$ cat config.mk
export PLATFORM = sky130hd
export DESIGN_NAME = servo_instruction_packet_framer
export DESIGN_NICKNAME = d
export VERILOG_FILES = /design/src/rtl/core/svipf_pkg.sv /design/src/rtl/core/servo_instruction_packet_framer.sv
export SDC_FILE = /design/constraint.sdc
export NUM_CORES = 1
export LEC_CHECK = 0
export BUFFER_PORTS_ARGS = -buffer_cell sky130_fd_sc_hd__buf_2
export CELL_PAD_IN_SITES_DETAIL_PLACEMENT = 1
export CELL_PAD_IN_SITES_GLOBAL_PLACEMENT = 1
export CORE_ASPECT_RATIO = 2
export CORE_MARGIN = 5
export CORE_UTILIZATION = 55
export CTS_BUF_LIST = sky130_fd_sc_hd__clkbuf_4
export DETAILED_ROUTE_END_ITERATION = 12
export PLACE_DENSITY = 0.86
export SLEW_MARGIN = 40
export SYNTH_ARGS = -nofsm -noshare
export SYNTH_HDL_FRONTEND = slang
export SYNTH_SLANG_ARGS = --single-unit
$ cat constraint.sdc
create_clock -name i_clk -period 15 [get_ports i_clk]
set_clock_uncertainty 0.05 [all_clocks]
set_input_delay 3 -clock i_clk [delete_from_list [all_inputs] [get_ports i_clk]]
set_output_delay 3 -clock i_clk [all_outputs]
set_load 0.01 [all_outputs]
$ cat src/rtl/core/svipf_pkg.sv
// ----------------------------------------------------------------------------
// Servo instruction packet framer package
// Command codes, packet byte constants and fixed-point constants for the
// goal position mapping.
// ----------------------------------------------------------------------------
package svipf_pkg;

    typedef enum logic [2:0] {
        CMD_SPEED     = 3'd0,
        CMD_POSITION  = 3'd1,
        CMD_REG_POS   = 3'd2,
        CMD_ACTION    = 3'd3,
        CMD_READ_POS  = 3'd4
    } t_cmd;

    typedef logic [7:0] t_byte;
    typedef logic [3:0] t_len;

    localparam int unsigned PKT_MAX = 9;

    localparam t_byte PKT_HEADER     = 8'hFF;
    localparam t_byte INS_READ       = 8'h02;
    localparam t_byte INS_WRITE      = 8'h03;
    localparam t_byte INS_REG_WRITE  = 8'h04;
    localparam t_byte INS_ACTION     = 8'h05;
    localparam t_byte REG_GOAL_POS   = 8'h1E;
    localparam t_byte REG_MOVE_SPEED = 8'h20;
    localparam t_byte LEN_WRITE      = 8'h05;
    localparam t_byte LEN_ACTION     = 8'h02;
    localparam t_byte LEN_READ       = 8'h04;
    localparam t_byte READ_COUNT     = 8'h02;

    localparam t_len FRAME_WRITE  = 4'd9;
    localparam t_len FRAME_ACTION = 4'd6;
    localparam t_len FRAME_READ   = 4'd8;

    // +-150 degrees in 1/16 degree
    localparam logic signed [12:0] ANGLE_LIMIT = 13'sd2400;
    // 1023/4800 = 341/1600 = (341/64)/25
    localparam logic [8:0]  POS_MUL   = 9'd341;
    // ceil(2^20/25), exact for 15-bit dividends
    localparam logic [15:0] RECIP_25  = 16'd41944;

endpackage

$ cat src/rtl/core/servo_instruction_packet_framer.sv
// ----------------------------------------------------------------------------
// Servo instruction packet framer
// Turns one servo command into the bytes of its instruction packet,
// FF FF id length instruction parameters checksum, one byte per cycle.
// ----------------------------------------------------------------------------
// A command is taken when i_start is high and o_busy is low. Its packet leaves
// one byte per cycle on o_tx_byte with o_strobe high, o_last_byte marking the
// checksum; the receiver must take every byte as it comes. The first byte
// leaves after the input register, the position multiply register, the
// packet register and the serialiser. A packet holds 9 bytes for speed,
// position and registered position commands, 6 for action and 8 for read;
// commands 5 to 7 produce nothing. The byte serialiser sets the rate: while
// commands keep coming, packets follow each other with no gap, and a new
// command is taken while earlier ones are still in the later stages.
module servo_instruction_packet_framer
    import svipf_pkg::*;
(
    input  logic               i_clk,
    input  logic               i_rst_n,
    input  logic               i_start,
    output logic               o_busy,
    input  logic [2:0]         i_command,
    input  logic [7:0]         i_servo_id,
    input  logic [15:0]        i_speed_value,
    input  logic signed [12:0] i_angle,
    output logic               o_strobe,
    output logic [7:0]         o_tx_byte,
    output logic               o_last_byte
);

    // input stage
    logic               r_in_vld;
    logic [2:0]         r_in_cmd;
    logic [7:0]         r_in_id;
    logic [15:0]        r_in_speed;
    logic signed [12:0] r_in_angle;

    // multiply stage
    logic               r_mid_vld;
    t_cmd               r_mid_cmd;
    logic [7:0]         r_mid_id;
    logic [15:0]        r_mid_speed;
    logic [20:0]        r_mid_x;

    // packet stage
    logic               r_pk_vld;
    t_byte              r_pk_byte [PKT_MAX];
    t_len               r_pk_len;

    // serialiser
    logic               r_ser_act;
    t_byte              r_ser_buf [PKT_MAX];
    t_len               r_ser_left;

    logic               ser_last;
    logic               ser_load;
    logic               pk_free;
    logic               mid_free;
    logic               mid_move;
    logic               in_free;
    logic               in_move;
    logic               accept;
    logic               cmd_ok;

    logic signed [12:0] ang_sat;
    logic [12:0]        ang_off;
    logic [20:0]        n_mid_x;
    logic [14:0]        pos_y;
    logic [30:0]        pos_prod;
    logic [9:0]         pos;
    t_byte              par_lo;
    t_byte              par_hi;
    t_byte              csum;
    t_byte              n_pk_byte [PKT_MAX];
    t_len               n_pk_len;

    // ------------------------------------------------------------------
    // Flow control: each stage advances when the next one frees up
    // ------------------------------------------------------------------
    assign ser_last = r_ser_act && (r_ser_left == t_len'(1));
    assign ser_load = r_pk_vld && (!r_ser_act || ser_last);
    assign pk_free  = !r_pk_vld || ser_load;
    assign mid_move = r_mid_vld && pk_free;
    assign mid_free = !r_mid_vld || pk_free;
    assign in_move  = r_in_vld && mid_free;
    assign in_free  = !r_in_vld || mid_free;
    assign o_busy   = !in_free;
    assign accept   = i_start && in_free;
    assign cmd_ok   = (r_in_cmd <= CMD_READ_POS);

    // ------------------------------------------------------------------
    // Input stage
    // ------------------------------------------------------------------
    always_ff @(posedge i_clk) begin
        if (!i_rst_n) begin
            r_in_vld <= 1'b0;
        end else if (accept) begin
            r_in_vld <= 1'b1;
        end else if (in_move) begin
            r_in_vld <= 1'b0;
        end
    end

    always_ff @(posedge i_clk) begin
        if (accept) begin
            r_in_cmd   <= i_command;
            r_in_id    <= i_servo_id;
            r_in_speed <= i_speed_value;
            r_in_angle <= i_angle;
        end
    end

    // clamp to +-150 degrees, offset by +150 degrees and scale by 341
    always_comb begin
        priority if (r_in_angle > ANGLE_LIMIT) begin
            ang_sat = ANGLE_LIMIT;
        end else if (r_in_angle < -ANGLE_LIMIT) begin
            ang_sat = -ANGLE_LIMIT;
        end else begin
            ang_sat = r_in_angle;
        end
        ang_off = 13'(ang_sat + ANGLE_LIMIT);
        n_mid_x = 21'(22'(ang_off) * 22'(POS_MUL));
    end

    // ------------------------------------------------------------------
    // Multiply stage; unknown commands drop here
    // ------------------------------------------------------------------
    always_ff @(posedge i_clk) begin
        if (!i_rst_n) begin
            r_mid_vld <= 1'b0;
        end else if (in_move) begin
            r_mid_vld <= cmd_ok;
        end else if (mid_move) begin
            r_mid_vld <= 1'b0;
        end
    end

    always_ff @(posedge i_clk) begin
        if (in_move) begin
            r_mid_cmd   <= t_cmd'(r_in_cmd);
            r_mid_id    <= r_in_id;
            r_mid_speed <= r_in_speed;
            r_mid_x     <= n_mid_x;
        end
    end

    // divide by 64, then by 25 through the reciprocal
    assign pos_y    = r_mid_x[20:6];
    assign pos_prod = 31'(pos_y) * 31'(RECIP_25);
    assign pos      = pos_prod[29:20];

    always_comb begin
        for (int i = 0; i < PKT_MAX; i++) begin
            n_pk_byte[i] = PKT_HEADER;
        end
        n_pk_byte[2] = r_mid_id;
        par_lo       = 8'h00;
        par_hi       = 8'h00;
        csum         = 8'h00;
        n_pk_len     = FRAME_WRITE;
        unique case (r_mid_cmd)
            CMD_SPEED, CMD_POSITION, CMD_REG_POS: begin
                if (r_mid_cmd == CMD_SPEED) begin
                    par_lo = r_mid_speed[7:0];
                    par_hi = r_mid_speed[15:8];
                end else begin
                    par_lo = pos[7:0];
                    par_hi = {6'b0, pos[9:8]};
                end
                n_pk_byte[3] = LEN_WRITE;
                n_pk_byte[4] = (r_mid_cmd == CMD_REG_POS) ? INS_REG_WRITE : INS_WRITE;
                n_pk_byte[5] = (r_mid_cmd == CMD_SPEED) ? REG_MOVE_SPEED : REG_GOAL_POS;
                n_pk_byte[6] = par_lo;
                n_pk_byte[7] = par_hi;
                csum = r_mid_id + n_pk_byte[3] + n_pk_byte[4] + n_pk_byte[5]
                     + par_lo + par_hi;
                n_pk_byte[8] = ~csum;
                n_pk_len     = FRAME_WRITE;
            end
            CMD_ACTION: begin
                n_pk_byte[3] = LEN_ACTION;
                n_pk_byte[4] = INS_ACTION;
                csum = r_mid_id + LEN_ACTION + INS_ACTION;
                n_pk_byte[5] = ~csum;
                n_pk_len     = FRAME_ACTION;
            end
            CMD_READ_POS: begin
                n_pk_byte[3] = LEN_READ;
                n_pk_byte[4] = INS_READ;
                n_pk_byte[5] = REG_GOAL_POS;
                n_pk_byte[6] = READ_COUNT;
                csum = r_mid_id + LEN_READ + INS_READ + REG_GOAL_POS + READ_COUNT;
                n_pk_byte[7] = ~csum;
                n_pk_len     = FRAME_READ;
            end
            default: begin
                n_pk_len = FRAME_WRITE;
            end
        endcase
    end

    // ------------------------------------------------------------------
    // Packet stage
    // ------------------------------------------------------------------
    always_ff @(posedge i_clk) begin
        if (!i_rst_n) begin
            r_pk_vld <= 1'b0;
        end else if (mid_move) begin
            r_pk_vld <= 1'b1;
        end else if (ser_load) begin
            r_pk_vld <= 1'b0;
        end
    end

    always_ff @(posedge i_clk) begin
        if (mid_move) begin
            r_pk_byte <= n_pk_byte;
            r_pk_len  <= n_pk_len;
        end
    end

    // ------------------------------------------------------------------
    // Serialiser: shift one byte out per cycle
    // ------------------------------------------------------------------
    always_ff @(posedge i_clk) begin
        if (!i_rst_n) begin
            r_ser_act  <= 1'b0;
            r_ser_left <= '0;
        end else if (ser_load) begin
            r_ser_act  <= 1'b1;
            r_ser_left <= r_pk_len;
        end else if (r_ser_act) begin
            r_ser_act  <= !ser_last;
            r_ser_left <= r_ser_left - t_len'(1);
        end
    end

    always_ff @(posedge i_clk) begin
        if (ser_load) begin
            r_ser_buf <= r_pk_byte;
        end else if (r_ser_act) begin
            for (int i = 0; i < PKT_MAX - 1; i++) begin
                r_ser_buf[i] <= r_ser_buf[i + 1];
            end
        end
    end

    assign o_strobe    = r_ser_act;
    assign o_tx_byte   = r_ser_buf[0];
    assign o_last_byte = ser_last;

`ifndef ASSERT_OFF
    // every packet opens with the header byte
    a_header_first: assert property (@(posedge i_clk) disable iff (!i_rst_n)
        $rose(o_strobe) |-> o_tx_byte == PKT_HEADER)
        else $error("packet does not open with header byte");

    // bytes of one packet leave without gaps
    a_no_gap: assert property (@(posedge i_clk) disable iff (!i_rst_n)
        o_strobe && !o_last_byte |=> o_strobe)
        else $error("gap inside a packet");

    // a packet waiting at the serialiser goes out straight after the checksum
    a_back_to_back: assert property (@(posedge i_clk) disable iff (!i_rst_n)
        o_last_byte && r_pk_vld |=> o_strobe && o_tx_byte == PKT_HEADER)
        else $error("queued packet not sent after previous checksum");

    // an empty input register never reports busy
    a_busy_empty: assert property (@(posedge i_clk) disable iff (!i_rst_n)
        !r_in_vld |-> !o_busy)
        else $error("busy with empty input register");
`endif

endmodule

## After elaboration in Yosys (flattened, before gate mapping)

Index checks and enable logic that the tools add are counted.

| word-level totals | value |
|---|---|
| bits of input ports | 43 |
| bits in registers | 228 |
| output and inout bits | 11 |
| word-level logic and storage cells | 100 |

| cells by class | value |
|---|---|
| reductions and logical operators | 21 |
| eq/ne operators | 5 |
| add/sub/neg operators | 13 |
| bitwise operators | 3 |
| order comparisons | 3 |
| multiplexer cells | 23 |
| multiply operators | 2 |

Operators with widths:

| cell | number |
|---|---|
| $pmux W24 S3 | 1 |
| $mux W64 | 1 |
| $mux W48 | 1 |
| $mux W8 | 4 |
| $pmux W16 S2 | 1 |
| $mul A15 B13 Y27 const B | 1 |
| $mux W13 | 2 |
| $add A8 B2 Y8 const B | 3 |
| $add A8 B3 Y8 const B | 3 |
| $not A8 Y8 | 3 |
| $mul A13 B9 Y21 const B | 1 |
| $add A8 B8 Y8 | 2 |
| $add A13 B13 Y13 const B | 1 |
| $gt A13 B13 Y1 const B | 1 |
| $lt A13 B13 Y1 const B | 1 |
| $add A8 B3 Y8 | 1 |
| $add A8 B5 Y8 const B | 1 |
| $add A8 B6 Y8 | 1 |
| $mux W1 | 8 |
| $mux W4 | 2 |
| $pmux W4 S2 | 1 |
| $reduce_bool A2 Y1 | 4 |
| $eq A3 B2 Y1 const B | 2 |
| $logic_not A1 Y1 | 6 |
| other kinds (11) | 18 |

## Longest topological paths before layout

Gate-level depths: netlist of run 1.

| depth | value |
|---|---|
| depth after elaboration | 9 |
| mapped depth | 33 |
| mapped depth without buffers | 33 |

## Worst setup path after synthesis of run 1

No wires, ideal clock.

| timing | value |
|---|---|
| kind | register to register |
| start | register r_mid_x[18] |
| end | register r_pk_byte[7] in the netlist's numbering (data pin) |
| path buffers | 0 |
| setup time | 0.268 ns |
| arrival | 7.614 ns |
| cell stages (with the launch flop) | 31 |
| slack | 7.068 ns |
| data required time | 14.682 ns |
| clock period less this slack | 7.932 ns |
| cell sequence | edfxtp_1 -> ha_1 -> fa_1 -> fa_1 -> fa_1 -> inv_1 -> fa_1 -> inv_1 -> ha_1 -> nand4_1 -> nor3_1 -> a21oi_1 -> a31o_2 -> a211oi_1 -> nor3_1 -> o21bai_1 -> xnor2_1 -> mux2i_1 -> fa_1 -> fa_1 -> inv_1 -> fa_1 -> ha_1 -> a21o_1 -> a21o_1 -> a21o_1 -> a21o_1 -> a31oi_1 -> xnor2_1 -> xnor2_1 -> nand2_1 |

| on the way | value |
|---|---|
| longest elaborated chain between the ends | 6 |
| elaborated cells on any way between the ends | 8 |
| those cells by class | add/sub (2); mul (1); mux (4); bitwise (1) |

RTL lines:

| element | RTL line | RTL |
|---|---|---|
| from (decl) | servo_instruction_packet_framer.sv:43 | `logic [20:0] r_mid_x;` |
| from (signal assigned) | servo_instruction_packet_framer.sv:144 | `r_mid_x <= n_mid_x;` |
| $mul A15 B13 Y27 (*) | servo_instruction_packet_framer.sv:150 | `assign pos_prod = 31'(pos_y) * 31'(RECIP_25);` |
| $mux W8 | servo_instruction_packet_framer.sv:164 | `if (r_mid_cmd == CMD_SPEED) begin` |
| $mux W8 | servo_instruction_packet_framer.sv:162 | `unique case (r_mid_cmd)` |
| $add A8 B8 Y8 | servo_instruction_packet_framer.sv:177 | `+ par_lo + par_hi;` |
| $add A8 B8 Y8 (*) | servo_instruction_packet_framer.sv:177 |  |
| $not A8 Y8 (*) | servo_instruction_packet_framer.sv:178 | `n_pk_byte[8] = ~csum;` |
| to (signal assigned) | servo_instruction_packet_framer.sv:218 | `r_pk_byte <= n_pk_byte;` |
| to (decl) | servo_instruction_packet_framer.sv:47 | `t_byte r_pk_byte [PKT_MAX];` |

Every way passes the cells marked *; elsewhere a longest branch is shown, timed or not. The select of a mux whose other input is x is not followed.
A chain may end at the register's enable or synchronous reset.

## Worst setup path in the final report of run 1

Ends and elaborated chain as after synthesis.

==> results.json, run 1 <==
{
  "fmax_mhz": 112,
  "yosys-top-cells-count": "edfxtp_1, nand2_1, inv_1",
  "cts_setup_buffers": 0,
  "ios": 54,
  "design_area_um2": 15500,
  "synth_top_area_share_pct": 43.1,
  "fin_util_pct": 60.6,
  "yosys.area.top_type": "edfxtp_1",
  "crit_required_ns": 15.37,
  "routed_via_density": 5.55,
  "path_class": "reg2reg",
  "tightest_slew_ns": 0.826,
  "cts_buffer_depth": 3,
  "grt_pass1_vias": 10900,
  "cts_tree": "done",
  "cts_htree_levels": 2,
  "initial_core_util_pct": 55.4,
  "wirelength_mm": 36.4,
  "drt_drc_violations_left": 0,
  "yosysUniqueCellTypes": 57,
  "clk_pin_slew_ns": 0.09,
  "insertion_delay_ns": 0.74,
  "ys.flop_type": "edfxtp_1",
  "cts_sinks": 212,
  "hp-class": "reg2reg",
  "die_w_um": 124,
  "tns_ns": 0,
  "critPathMaxStageDelay_ns": 0.59,
  "fin_cells": 1676,
  "ant_nets": 0,
  "fin_crit_sh_pct": 59.5,
  "cts_buffers": 50,
  "syn-num-nets": 1534,
  "dpl_cell_area_um2": 14900,
  "cts-root-buf": "clkbuf_4",
  "cts_resized": 0,
  "syn_area_um2": 14200,
  "rsz0062_at_grt": "no",
  "first_iter_violations": 317,
  "drv_slew": 0,
  "async_flop_share_pct": 0,
  "setup_viol": 0,
  "cpMostUsedCell": "fa_1",
  "hold_viol": 0,
  "critical_path_peak_fanout": 7,
  "run_status": "completed",
  "overflow": 0,
  "die_h_um": 237,
  "dpl.cell_count": 1584,
  "grt_usage_pct": 26.0,
  "via_count": 9305,
  "std_cell_rows": 83,
  "arrival_ns": 9.29,
  "wire_per_inst_um": 21.7,
  "nets": 1617,
  "dp_hpwl_mm": 29.3,
  "grt_max_degree": 68,
  "first_pass_iters": 4,
  "coreArea_um2": 25700,
  "netlist_instances": 1213,
  "cp_slowest_cell": "edfxtp_1",
  "critical_path.startpoint_type": "flop",
  "die_area_um2": 29400,
  "ys_warn_count": 0,
  "syn_avg_cell_area_um2": 11.7,
  "port_buffers": 53,
  "crit_path_end_kind": "flop",
  "synthTopCellsByArea": "edfxtp_1, fa_1, ha_1, nand2_1, inv_1",
  "globalplace.congestion": 0.913,
  "synth-edff-count": 204,
  "relSlewSlack_pct": 45.0,
  "maxCapViolations": 0,
  "ys_seq_area_share_pct": 44.2,
  "synth-seq-cells": 212,
  "antenna_found_initial": 1,
  "fin_crit_ns": 8.92,
  "hold_buffers": 0,
  "grt_pass1_wl_mm": 56.6,
  "syn_to_final_growth_pct": 9.33,
  "final_layout_size_suffix_gt1_share_pct": 11.9,
  "yosysMostFrequentCell": "edfxtp_1"
}
## metrics by stage
step / hold slack (ns) / worst slack [ns]
6_report: 0.371 / 6.08
5_1_grt: 0.381 / 5.75
4_1_cts: 0.370 / 6.05
3_5_place_dp: 0.356 / 6.17
3_3_place_gp: 0.352 / 6.61
2_1_floorplan: 0.350 / 7.07
## kinds of logic (layout without fill, tap and decap cells)
family / count (synthesis) / in the layout / share of synthesized area (%)
muxes: 6 / 6 / 0.431
xor gates and xnor gates: 53 / 53 / 3.32
buffers and inverters: 210 / 332 / 5.82
and+or+nand+nor: 322 / 322 / 10.1
DFF: 212 / 212 / 44.2
AOI/OAI and AO/OA: 132 / 132 / 5.91
adders and majority gates: 278 / 278 / 30.2
other: 0 / 1 / 0
## cell usage in the layout (no fill, tap or decap), drive strengths merged, types with 28 or more instances in the layout
cell,netlist,routed
a21oi,46,46
buf,13,63
clkbuf,19,74
edfxtp,204,204
fa,109,109
ha,169,169
inv,177,177
nand2,193,193
nand2b,34,34
nor2,34,34
o21ai,28,28
xnor2,41,41
## state kept, by name (all words and copies together) (netlist names)
signal / flops
r_mid_vld: 1
r_in_id: 8
r_in_cmd: 3
r_in_speed: 16
r_mid_speed: 16
r_ser_left: 4
r_pk_len: 3
r_in_vld: 1
r_mid_cmd: 3
o_strobe: 1
r_pk_vld: 1
r_in_angle: 13
r_ser_buf: 64
r_mid_x: 15
r_mid_id: 8
o_tx_byte: 8
r_pk_byte: 47
## layout make-up
cell class	count	area, µm²
Clock buffer	74	556
Antenna cell	1	2.50
Inverter	178	668
Sequential cell	212	6290
Tap cell	340	425
Fill cell	2727	10100
Multi-Input combinational cell	791	7140
Timing Repair Buffer	63	340
Clock inverter	17	123
## worst paths after layout
check | slack [ns] | start | end | cells past startpoint
max | 6.08 | r_mid_x[18] | r_pk_byte[7] | 30
min reg2reg | 0.37 | r_pk_byte[3] | r_ser_buf[3] | 0
max reg2reg | 6.08 | r_mid_x[18] | r_pk_byte[7] | 30
min | 0.37 | r_pk_byte[3] | r_ser_buf[3] | 0
## worst max-delay path: cells and delay by family, from the launching register on
family,cells,cell delay (ns)
adder cells (fa/ha/maj),10,4.67
AO/OA/AOI/OAI,9,1.95
flip-flops,1,0.59
AND/OR/NAND/NOR,4,0.56
XOR/XNOR,3,0.46
buffers and inverters,3,0.19
multiplexers,1,0.12
## layer usage
metal  vias up  part of all wire (%)  global-route usage, %  wire, µm
li1       4259                     -                      -         -
met1      4685                    29                   20.8     10400
met2       225                    60                   52.2     22000
met3       136                   2.6                   3.67       944
met4         0                   8.4                   19.6      3070
met5         -                     0                      0         0
Power of run 1 is not shown: default switching activity piles up to over one toggle a cycle in this logic, so the estimate is an artifact.
==> run 2: changes to the inputs <==
--- a/config.mk
+++ b/config.mk
@@ -10,10 +10,10 @@
 export CELL_PAD_IN_SITES_GLOBAL_PLACEMENT = 1
 export CORE_ASPECT_RATIO = 2
 export CORE_MARGIN = 5
-export CORE_UTILIZATION = 55
+export CORE_UTILIZATION = 53
 export CTS_BUF_LIST = sky130_fd_sc_hd__clkbuf_4
 export DETAILED_ROUTE_END_ITERATION = 12
-export PLACE_DENSITY = 0.86
+export PLACE_DENSITY = 0.83
 export SLEW_MARGIN = 40
 export SYNTH_ARGS = -nofsm -noshare
 export SYNTH_HDL_FRONTEND = slang
==> constraint.sdc (replaced) <==
create_clock -name i_clk -period 8.5 [get_ports i_clk]
set_clock_uncertainty 0.05 [all_clocks]
set_input_delay 1.7 -clock i_clk [delete_from_list [all_inputs] [get_ports i_clk]]
set_output_delay 1.7 -clock i_clk [all_outputs]
set_load 0.01 [all_outputs]
==> run 2 against run 1 <==
  * Global-route usage shrank 2.1 points
  * Worst setup slack lost 6.0 ns
  * Sequential share of layout area shrank 1.0 points
  * First-iteration DRC count grew 40%
  * Flip-flop and latch count is the same
  * Count of clock-buffer cells in the layout shrank 6
  * Routed wire length grew 3.5%
  * Worst hold slack lost 0.0093 ns
  * Register-to-register slack lost 6.0 ns
  * Cell count grew 1.3%
  * Critical path type unchanged
  * Critical endpoint unchanged
  * Largest cell class unchanged
==> results.json, run 2 (same netlist as run 1, synthesis figures left out) <==
{
  "fin_cells": 1698,
  "arrival_ns": 8.82,
  "cts_sinks": 212,
  "final_common_cell": "edfxtp_1",
  "crit_path_end_kind": "flop",
  "cts-root-buf": "clkbuf_4",
  "initial_core_util_pct": 53.9,
  "grt_usage_pct": 23.9,
  "wire_per_inst_um": 22.2,
  "first_iter_violations": 444,
  "critPathLaunch": "r_mid_x[16]",
  "dpl.cell_count": 1593,
  "ios": 54,
  "r2r-start": "r_mid_x[16]",
  "final_layout_size_suffix_gt1_share_pct": 15.9,
  "critical_path.startpoint_type": "flop",
  "largestRegisters": "r_ser_buf x64, r_pk_byte x47",
  "setup_viol": 0,
  "largest_reg_flops": 64,
  "dp_hpwl_mm": 28.3,
  "tightest_slew_ns": 0.821,
  "port_buffers": 53,
  "globalplace.congestion": 0.938,
  "antenna_found_initial": 2,
  "rrSetupSlack_ns": 0.05,
  "cts_htree_levels": 2,
  "hold_buffers": 0,
  "worst_r2r_endpoint": "r_pk_byte[7]",
  "ant_nets": 0,
  "fin_crit_ns": 8.45,
  "reg2reg_depth": 31,
  "critPathMaxStageDelay_ns": 0.55,
  "maxCapViolations": 0,
  "nets": 1642,
  "cpMostUsedCell": "fa_1",
  "path_class": "reg2reg",
  "crit_required_ns": 8.87,
  "routed_via_density": 5.56,
  "grt_pass1_wl_mm": 56.2,
  "first_pass_iters": 4,
  "die_w_um": 126,
  "grt_pass1_vias": 10800,
  "cts_tree": "done",
  "syn_to_final_growth_pct": 12.1,
  "grt_max_degree": 69,
  "drv_slew": 0,
  "die_h_um": 242,
  "multiInputGateArea_um2": 7360,
  "critical_path_peak_fanout": 5,
  "relSlewSlack_pct": 45.0,
  "final_cell_mix": "edfxtp_1, nand2_1, inv_1, ha_1, fa_1",
  "layout.area.seq_um2": 6290,
  "fmax_mhz": 118,
  "coreArea_um2": 26400,
  "cts_buffers": 47,
  "die_area_um2": 30400,
  "fin_crit_sh_pct": 99.4,
  "wirelength_mm": 37.6,
  "cts_buffer_depth": 3,
  "std_cell_rows": 84,
  "hp-class": "reg2reg",
  "drt_drc_violations_left": 0,
  "run_status": "completed",
  "via_count": 9446,
  "endpoint": "r_pk_byte[7]",
  "cp_slowest_cell": "fa_1",
  "overflow": 0,
  "clk_pin_slew_ns": 0.08,
  "insertion_delay_ns": 0.71,
  "largest-register": "r_ser_buf",
  "fillerInstances": 2726,
  "hold_viol": 0
}
[run 2: metrics by stage]
| stage | setup WS (ns) | TNS, ns | cell area [µm²] | hold WS (ns) | utilization, % |
|---|---|---|---|---|---|
| 6_report | 0.0549 | 0 | 15900 | 0.362 | 60.4 |
| 3_5_place_dp | -0.0398 | -0.0398 | 14900 | 0.356 | 56.5 |
| 4_1_cts | 0.0246 | 0 | 15600 | 0.362 | 59.1 |
| 5_1_grt | -0.227 | -0.264 | 15900 | 0.375 | 60.4 |
| 2_1_floorplan | 0.568 | 0 | 14200 | 0.350 | - |
| 3_3_place_gp | 0.249 | 0 | 14900 | 0.351 | 56.5 |
[run 2: worst min path at each step]
stage,startpoint,to,slack (ns),cells after the start
after floorplan,r_in_id[0],r_mid_id[0],0.35,0
after global placement,r_pk_byte[7],r_ser_buf[7],0.35,0
after detailed placement,r_in_id[5],r_mid_id[5],0.36,0
after CTS,r_in_id[5],r_mid_id[5],0.36,0
after global routing,r_in_id[5],r_mid_id[5],0.38,0
final,r_in_id[5],r_mid_id[5],0.36,0
[run 2: worst max-delay path: cells and delay by family, from the launching register on]
family	cells	cell delay [ns]
adders and majority gates	10	4.52
AOI/OAI and AO/OA	9	1.64
buffers and inverters	6	0.60
xor gates and xnor gates	3	0.53
DFF	1	0.40
and+or+nand+nor	2	0.29
muxes	1	0.13
[run 2: timing repair]
action | in CTS | in global routing
endpoints found under the setup margin | 1 | 1
cloned | 0 | 0
pin swaps | 0 | 32
setup buffers | 7 | 16
resized for setup | 2 | 40
[run 2: layout make-up]
| cell class | instances | share of cell area (%) |
|---|---|---|
| sequential | 212 | 39.4 |
| timing repair buffer | 91 | 3.59 |
| clock buffer | 68 | 3.20 |
| tap | 344 | 2.70 |
| clock inverter | 13 | 0.714 |
| multi-input combinational | 791 | 46.2 |
| antenna | 1 | 0.0157 |
| inverter | 178 | 4.19 |
[run 2: per-layer routing]
| metal | global-route usage (%) | wire [µm] | up-vias |
|---|---|---|---|
| met4 | 17.6 | 3280 | 2 |
| met2 | 47.9 | 22200 | 218 |
| met3 | 3.18 | 1030 | 164 |
| met5 | 0 | 13 | - |
| li1 | - | - | 4305 |
| met1 | 20.4 | 11100 | 4757 |
Power of run 2 is left out for the same reason.
